### src/mrw_pkg.sv
package mrw_pkg;

    typedef enum logic [3:0] {
        ST_IDLE,
        ST_CHECK,
        ST_REDUCE,
        ST_SPLIT,
        ST_POW_SQ,
        ST_POW_SQ_WAIT,
        ST_POW_MUL,
        ST_POW_MUL_WAIT,
        ST_POW_NEXT,
        ST_LOOP,
        ST_LOOP_WAIT,
        ST_FIN_INVALID,
        ST_FIN_WITNESS,
        ST_FIN_FINAL
    } state_t;

    typedef enum logic [1:0] {
        RES_INVALID,
        RES_WITNESS,
        RES_FINAL
    } res_kind_t;

    typedef struct packed {
        logic      load;
        logic      reduce_step;
        logic      split_step;
        logic      pow_init;
        logic      mul_start;
        logic      mul_by_base;
        logic      save_prev;
        logic      idx_dec;
        logic      t_dec;
        logic      publish;
        res_kind_t pub_kind;
    } cmd_t;

    typedef struct packed {
        logic n_small;
        logic idx_zero;
        logic u_odd;
        logic u_bit;
        logic mul_busy;
        logic t_zero;
        logic root_found;
        logic out_free;
    } status_t;

endpackage

### src/mrw_dp.sv
module mrw_dp
#(
    parameter int WIDTH = 32
)
(
    input  logic             clk,
    input  logic             rst_n,
    input  logic [31:0]      candidate,
    input  logic [31:0]      base,
    input  mrw_pkg::cmd_t    cmd,
    output mrw_pkg::status_t st,
    input  logic             out_ready,
    output logic             out_valid,
    output logic             proven_composite,
    output logic             invalid_candidate
);

    localparam int IW = (WIDTH > 1) ? $clog2(WIDTH) : 1;
    localparam logic [IW-1:0] IDX_TOP = IW'(WIDTH - 1);

    logic [WIDTH-1:0] n_reg;
    logic [WIDTH-1:0] base_raw_reg;
    logic [WIDTH-1:0] a_reg;
    logic [WIDTH-1:0] u_reg;
    logic [IW-1:0]    t_reg;
    logic [IW-1:0]    idx_reg;
    logic [WIDTH-1:0] x_reg;
    logic [WIDTH-1:0] prev_reg;
    logic [WIDTH-1:0] mx_reg;
    logic [WIDTH-1:0] my_reg;
    logic [WIDTH-1:0] mr_reg;
    logic [IW-1:0]    mi_reg;
    logic             busy_reg;
    logic             out_valid_reg;
    logic             composite_reg;
    logic             invalid_reg;

    logic [WIDTH:0]   rem_sh;
    logic [WIDTH-1:0] rem_next;
    logic [WIDTH:0]   dbl;
    logic [WIDTH-1:0] dbl_red;
    logic [WIDTH:0]   sum;
    logic [WIDTH-1:0] mr_next;
    logic [WIDTH-1:0] n_m1;

    assign n_m1 = n_reg - WIDTH'(1);

    // reduce the base one bit per step: shift in, subtract if not below n
    always_comb
    begin
        rem_sh   = {a_reg, base_raw_reg[idx_reg]};
        rem_next = (rem_sh >= {1'b0, n_reg}) ? WIDTH'(rem_sh - {1'b0, n_reg})
                                            : rem_sh[WIDTH-1:0];
    end

    // interleaved modular multiply: double, then add the multiplicand on a set bit
    always_comb
    begin
        dbl     = {mr_reg, 1'b0};
        dbl_red = (dbl >= {1'b0, n_reg}) ? WIDTH'(dbl - {1'b0, n_reg}) : dbl[WIDTH-1:0];
        sum     = {1'b0, dbl_red} + {1'b0, mx_reg};
        if (my_reg[mi_reg])
        begin
            mr_next = (sum >= {1'b0, n_reg}) ? WIDTH'(sum - {1'b0, n_reg})
                                            : sum[WIDTH-1:0];
        end
        else
        begin
            mr_next = dbl_red;
        end
    end

    always_ff @(posedge clk)
    begin
        if (cmd.load)
        begin
            n_reg        <= WIDTH'(candidate);
            base_raw_reg <= WIDTH'(base);
            u_reg        <= WIDTH'(candidate) - WIDTH'(1);
        end
        if (cmd.split_step)
        begin
            u_reg <= u_reg >> 1;
        end
        if (cmd.reduce_step)
        begin
            a_reg <= rem_next;
        end
        else if (cmd.load)
        begin
            a_reg <= '0;
        end
        if (cmd.pow_init)
        begin
            x_reg <= WIDTH'(1);
        end
        else if (busy_reg && mi_reg == '0)
        begin
            x_reg <= mr_next;
        end
        if (cmd.save_prev)
        begin
            prev_reg <= x_reg;
        end
        if (cmd.mul_start)
        begin
            mx_reg <= cmd.mul_by_base ? a_reg : x_reg;
            my_reg <= x_reg;
            mr_reg <= '0;
        end
        else if (busy_reg)
        begin
            mr_reg <= mr_next;
        end
    end

    always_ff @(posedge clk or negedge rst_n)
    begin
        if (!rst_n)
        begin
            idx_reg       <= '0;
            t_reg         <= '0;
            mi_reg        <= '0;
            busy_reg      <= 1'b0;
            out_valid_reg <= 1'b0;
            composite_reg <= 1'b0;
            invalid_reg   <= 1'b0;
        end
        else
        begin
            if (cmd.load || cmd.pow_init)
            begin
                idx_reg <= IDX_TOP;
            end
            else if (cmd.idx_dec || (cmd.reduce_step && idx_reg != '0))
            begin
                idx_reg <= idx_reg - IW'(1);
            end
            if (cmd.load)
            begin
                t_reg <= '0;
            end
            else if (cmd.split_step)
            begin
                t_reg <= t_reg + IW'(1);
            end
            else if (cmd.t_dec)
            begin
                t_reg <= t_reg - IW'(1);
            end
            if (cmd.mul_start)
            begin
                busy_reg <= 1'b1;
                mi_reg   <= IDX_TOP;
            end
            else if (busy_reg)
            begin
                if (mi_reg == '0)
                begin
                    busy_reg <= 1'b0;
                end
                else
                begin
                    mi_reg <= mi_reg - IW'(1);
                end
            end
            if (cmd.publish)
            begin
                out_valid_reg <= 1'b1;
                case (cmd.pub_kind)
                    mrw_pkg::RES_INVALID:
                    begin
                        composite_reg <= 1'b0;
                        invalid_reg   <= 1'b1;
                    end
                    mrw_pkg::RES_WITNESS:
                    begin
                        composite_reg <= 1'b1;
                        invalid_reg   <= 1'b0;
                    end
                    default:
                    begin
                        composite_reg <= (x_reg != WIDTH'(1));
                        invalid_reg   <= 1'b0;
                    end
                endcase
            end
            else if (out_ready)
            begin
                out_valid_reg <= 1'b0;
            end
        end
    end

    always_comb
    begin
        st.n_small    = (n_reg < WIDTH'(2));
        st.idx_zero   = (idx_reg == '0);
        st.u_odd      = u_reg[0];
        st.u_bit      = u_reg[idx_reg];
        st.mul_busy   = busy_reg;
        st.t_zero     = (t_reg == '0);
        st.root_found = (x_reg == WIDTH'(1)) && (prev_reg != WIDTH'(1)) && (prev_reg != n_m1);
        st.out_free   = !out_valid_reg || out_ready;
    end

    assign out_valid         = out_valid_reg;
    assign proven_composite  = composite_reg;
    assign invalid_candidate = invalid_reg;

endmodule

### config.mk
export PLATFORM = sky130hd
export DESIGN_NAME = mrw_dp
export DESIGN_NICKNAME = d
export VERILOG_FILES = /design/src/mrw_pkg.sv /design/src/mrw_dp.sv
export SDC_FILE = /design/constraint.sdc
export NUM_CORES = 1
export LEC_CHECK = 0
export BUFFER_PORTS_ARGS = -buffer_cell sky130_fd_sc_hd__buf_2
export CORE_MARGIN = 2
export CORE_UTILIZATION = 52
export DETAILED_ROUTE_END_ITERATION = 10
export PLACE_DENSITY = 0.72
export SETUP_SLACK_MARGIN = 0.3
export SYNTH_ARGS = -nofsm -noshare
export SYNTH_HDL_FRONTEND = slang
export SYNTH_SLANG_ARGS = --single-unit
### constraint.sdc
create_clock -name clk -period 7.23 [get_ports clk]
set_clock_uncertainty 0.1 [all_clocks]
set_input_delay 0.3615 -clock clk [delete_from_list [all_inputs] [get_ports clk]]
set_output_delay 0.3615 -clock clk [all_outputs]
set_load 0.05 [all_outputs]
Yosys cells after proc, flatten, opt, wreduce, memory -nomap -nowiden
Cells that the tools add are included.
- $add $sub $neg: 10
- order comparisons: 6
- reduce and logical (&&, ||, !) cells: 20
- equal/unequal tests: 6
- multiplexer cells: 30
- operators with widths (kind ; number):
    2-to-1 mux 32 bit ; 7
    greater-or-equal comparator 33 x 32 -> 1 bit ; 3
    subtractor 32 bit ; 3
    inequality test 32 x 1 -> 1 bit (second input constant) ; 2
    subtractor 32 x 1 -> 32 bit (second input constant) ; 2
    2-to-1 mux 31 bit ; 2
    2-to-1 mux 5 bit ; 8
    adder 32 x 32 -> 33 bit ; 1
    equality test 32 x 1 -> 1 bit (second input constant) ; 1
    < comparator 32 x 2 -> 1 bit (second input constant) ; 1
    inequality test 32 bit ; 1
    binary-select mux 1 bit (select 5 bit) ; 3
    logical NOT 5 bit ; 3
    subtractor 5 x 1 -> 5 bit (second input constant) ; 3
    < comparator 5 x 6 -> 1 bit (second input constant) ; 2
    nonzero test 2 bit ; 5
    2-to-1 mux 1 bit ; 9
    adder 5 x 1 -> 5 bit (second input constant) ; 1
    nonzero test 5 bit ; 1
    logical AND 1 bit ; 4
    logical OR 1 bit ; 3
    nonzero test 3 bit ; 1
    equality test 2 x 1 -> 1 bit (second input constant) ; 1
    logical NOT 2 bit ; 1
    other kinds (4) ; 4
- register bits after elaboration: 307
- output and inout port bits: 11

Depth between registers and ports, before layout
- depth after elaboration: 6
- gate-level depth with buffers: 34
- mapped depth without buffers: 32

Worst setup path before layout
OpenSTA, ideal clock, no wires.
- kind: register -> register
- start: register n_reg[12]
- end: register mr_reg[13]
- cell stages (with the launch flop): 34
- required time: 6.996 ns
- path buffers: 5
- library setup time: 0.134 ns
- arrival: 6.755 ns
- slack: 0.241 ns
- path through: edfxtp_1 -> inv_1 -> ha_1 -> clkbuf_1 -> nand3_1 -> nor3_1 -> nand4_1 -> nor3_1 -> a211oi_1 -> nand2_1 -> buf_2 -> buf_2 -> mux2i_1 -> inv_1 -> ha_1 -> buf_2 -> nand4_1 -> or3_4 -> nor2_2 -> o21ai_2 -> a41oi_4 -> a2111oi_2 -> or4_1 -> and2_2 -> ha_1 -> nand2_1 -> or3_1 -> nor4b_1 -> a2111oi_2 -> o211ai_2 -> buf_6 -> mux2_4 -> mux2i_1 -> o22ai_1
- longest elaborated chain between the ends: 6
- elaborated cells between the ends (all ways): 8
- those cells by class: 3 x add/sub; 2 x order compare; 3 x mux
- RTL lines (item ; RTL line ; RTL):
    from (decl) ; mrw_dp.sv:21 ; logic [WIDTH-1:0] n_reg;
    from (signal assigned) ; mrw_dp.sv:77 ; n_reg <= WIDTH'(candidate);
    subtractor 32 bit / greater-or-equal comparator 33 x 32 -> 1 bit (equally long branches) ; mrw_dp.sv:60 ; dbl_red = (dbl >= {1'b0, n_reg}) ? WIDTH'(dbl - {1'b0, n_reg}) : dbl[WIDTH-1:0];
    2-to-1 mux 32 bit ; mrw_dp.sv:60 ;
    adder 32 x 32 -> 33 bit ; mrw_dp.sv:61 ; sum = {1'b0, dbl_red} + {1'b0, mx_reg};
    subtractor 32 bit / greater-or-equal comparator 33 x 32 -> 1 bit (equally long branches) ; mrw_dp.sv:64 ; mr_next = (sum >= {1'b0, n_reg}) ? WIDTH'(sum - {1'b0, n_reg})
    2-to-1 mux 32 bit ; mrw_dp.sv:64 ;
    2-to-1 mux 32 bit (*) ; mrw_dp.sv:62 ; if (my_reg[mi_reg])
    to (signal assigned) ; mrw_dp.sv:113 ; mr_reg <= mr_next;
    to (decl) ; mrw_dp.sv:31 ; logic [WIDTH-1:0] mr_reg;
Mark *: on every way between the ends. The rest lies on a longest branch, timed or not.
A chain may end at the register's enable or synchronous reset.

Worst setup path in the final report
- start: register n_reg[4]
- end: register x_reg[5]
- longest elaborated chain between the ends: 6
- elaborated cells between the ends (all ways): 8
- those cells by class: 3 x add/sub; 2 x order compare; 3 x mux
- RTL lines (item ; RTL line ; RTL):
    subtractor 32 bit / greater-or-equal comparator 33 x 32 -> 1 bit (equally long branches) ; mrw_dp.sv:60 ;
    2-to-1 mux 32 bit ; mrw_dp.sv:60 ;
    adder 32 x 32 -> 33 bit ; mrw_dp.sv:61 ;
    subtractor 32 bit / greater-or-equal comparator 33 x 32 -> 1 bit (equally long branches) ; mrw_dp.sv:64 ;
    2-to-1 mux 32 bit ; mrw_dp.sv:64 ;
    2-to-1 mux 32 bit (*) ; mrw_dp.sv:62 ;
    to (signal assigned) ; mrw_dp.sv:99 ; x_reg <= mr_next;
    to (decl) ; mrw_dp.sv:27 ; logic [WIDTH-1:0] x_reg;
Marked as above.

==> run_results.csv <==
group,metric,value,unit
synth,ys_types,95,
clock_tree,cts_tree,"built",
synth,avgSynthCellArea,9.696,um2
global_routing,antenna_found_initial,0,
drt,drt-total-wl,74410,um
clock_tree,clk_latency,530,ps
global_routing,grt_overflow,0,
sta,tns,-57.78,ps
synth,synth_warnings,0,
floorplan,fp.dieW,207.9,um
drt,vias,19860,
synth,synth_nets,2450,
worst_setup_path,slowest_delay,440,ps
worst_setup_path,critPathCaptureType,"register",
layout,synthToLayoutAreaGrowth,25.34,%
drt,wl_per_cell,23.71,um
placed_design,dp_hpwl,54280,um
drt,drc_errors,0,
synth,yosys.area.top_type,"edfxtp_1",
layout,antenna_cells,0,
run_status,violations,"negative setup slack",
floorplan,fp-row-count,74,
layout,drive_gt1_share,24.97,%
sta,finalHoldViolCount,0,
synth,yosys.area.top_type_share,30.98,%
sta,slew_headroom,17.94,%
layout,fin_nets,2803,
sta,post-route-min-period,7288,ps
sta,setup_viol_count_final,1,
worst_setup_path,critPathRequiredTime,7530,ps
clock_tree,cts.htree.levels,2,
worst_setup_path,worstSetupPathType,"reg -> reg",
floorplan,pin_count,90,
job,cap_violations,0,
clock_tree,clock_sinks,307,
clock_tree,clk_pin_slew,60,ps
clock_tree,ctsLongestPathBuffers,3,
synth,async_flop_share,6.189,%
floorplan,dieArea,43210,um2
sta,rsz0062_at_grt,"true",
floorplan,start_util,52.81,%
worst_setup_path,crit_top_cell,"buf_4",
global_routing,grt_max_degree,67,
worst_setup_path,critPathTopFamily,"compound AO/OA/AOI/OAI gates",
synth,ys_top_cells_by_area,"edfxtp_1 31%, ha_1 7.9%, dfxtp_1 6.0%",
run_status,status,"finished with violations",
synth,syn-instance-count,2229,
sta,maxClockFrequency,137.2,MHz
synth,synthFlopType,"edfxtp_1",
floorplan,die_h,207.9,um
floorplan,core,40920,um2
synth,syn_area,21610,um2
drt,drtPass1Iterations,6,
synth,ys_ff_latch,307,
drt,viasPerCell,6.326,
placed_design,gp_congestion,1.043,
global_routing,grt_usage,33.01,%
drt,drt_iter0_drc,2385,
worst_setup_path,crit_buf_inv,7,
worst_hold_path,hold_path_class,"in -> reg",
sta,holdWs,16.25,ps
sta,fin_ws,-57.78,ps
sta,final_max_slew_viol_count,0,
worst_setup_path,arrival,7590,ps
global_routing,grt_pass1_vias,18970,
synth,synth_edf_count,223,
global_routing,grt_pass1_wl,110400,um
placed_design,portBuffers,89,
clock_tree,cts_root_buf,"clkbuf_16",
sta,finalCritPeriodShare,100.8,%
worst_setup_path,start_kind,"register",
drt,final_antenna_net_count,0,
worst_setup_path,path_max_fanout,10,
synth,yosysSeqAreaShare,39.20,%
sta,tightest_slew,1228,ps
worst_setup_path,cpMaxStageDelayCell,"edfxtp_1",
clock_tree,cts_buffers,34,
stage by stage:
stage	utilization, %	instance area (um2)	setup WS, ps	instances
global route	66.20	27090	-158.6	3139
CTS	64.44	26370	149.8	3124
finish	66.20	27090	-57.78	3139
global placement	58.70	24020	-279.8	2980
detailed placement	58.70	24020	-314.3	2980
floorplan	-	21620	352.6	2229
final timing paths:
kind	from	endpoint	slack [ps]	depth (start not counted)
setup / recovery	n_reg[4]	x_reg[5]	-60	32
min in group asynchronous	rst_n	mi_reg[2]	240	2
hold reg to reg	proven_composite	proven_composite	400	1
max in group asynchronous	rst_n	idx_reg[4]	6460	2
setup reg to reg	n_reg[4]	x_reg[5]	-60	32
hold / removal	candidate[6]	n_reg[6]	20	1
cell type report:
cell class                      count  area, um2
Clock buffer                       41      950.9
Clock inverter                     20      260.3
Fill cell                        3200      13830
Inverter                           99      371.6
Multi-Input combinational cell   1736      13310
Sequential cell                   307       8473
Tap cell                          532      665.6
Timing Repair Buffer              404       3058
worst register-to-register path: cells and delay by family, from the launching register on:
family	cells	cell delay [ps]
compound gates	13	3160
xor+xnor	1	150
simple gates	8	1280
buf+inv	7	1120
fa+ha+maj	3	910
flops	1	440
cells in the mapped netlist, types with 10 or more instances:
library cell	count
edfxtp_1	223
nand2_1	201
nor2_1	176
a21oi_1	146
ha_1	137
o21ai_0	132
xnor2_1	110
inv_1	98
dfxtp_1	65
a21o_1	62
xor2_1	62
nand3_1	56
nor3_1	56
clkbuf_1	53
mux2_2	44
mux2i_1	39
nand2b_1	36
nor4_1	34
mux4_2	30
nand4_1	28
a211oi_1	26
nand3b_1	26
and3_1	21
o211ai_1	20
o31ai_1	20
a31oi_1	19
buf_2	19
dfrtp_1	19
o22ai_1	18
o21a_1	16
or3_1	15
nor2b_1	13
o32ai_1	13
or4_1	10
timing repair:
item / in CTS / in global routing
pin swaps: 59 / 60
setup buffers: 22 / 14
cloned: 3 / 0
hold buffers: 58 / 1
setup endpoints to repair: 64 / 64
resized for setup: 75 / 121
endpoints found under the hold margin: 76 / 1
cell families (layout without fill, tap and decap cells):
kind of cell	after synthesis	in the layout	synth area share, %
DFF	307	307	39.20
muxes	117	117	7.497
xor gates and xnor gates	172	172	6.970
AOI/OAI and AO/OA	582	585	17.95
adders and majority gates	142	142	8.394
buffers and inverters	189	564	3.589
and+or+nand+nor	720	720	16.39
per-layer routing:
metal / GRT usage, % / share of wire, % / vias up
li1: - / - / 9081
met1: 45.28 / 40 / 9519
met2: 52.74 / 45 / 1095
met3: 6.157 / 10 / 161
met4: 10.98 / 3.8 / 0
met5: 0 / 0 / -
cells in the final DEF, fill, tap and decap left out, types with 28 or more instances in the layout:
| cell | count |
|---|---|
| buf_4 | 239 |
| edfxtp_1 | 223 |
| nand2_1 | 194 |
| nor2_1 | 168 |
| a21oi_1 | 131 |
| ha_1 | 117 |
| o21ai_0 | 114 |
| xnor2_1 | 108 |
| inv_1 | 93 |
| buf_2 | 88 |
| dfxtp_1 | 65 |
| a21o_1 | 62 |
| xor2_1 | 61 |
| dlygate4sd3_1 | 59 |
| nor3_1 | 54 |
| nand3_1 | 53 |
| mux2_2 | 41 |
| clkbuf_16 | 37 |
| nand2b_1 | 36 |
| mux2i_1 | 33 |
| nor4_1 | 32 |
| mux4_2 | 30 |
| nand4_1 | 28 |
Power is left out: the tool's default activity adds up to more than one toggle a clock period on the data nets, which glitch-free logic cannot reach.
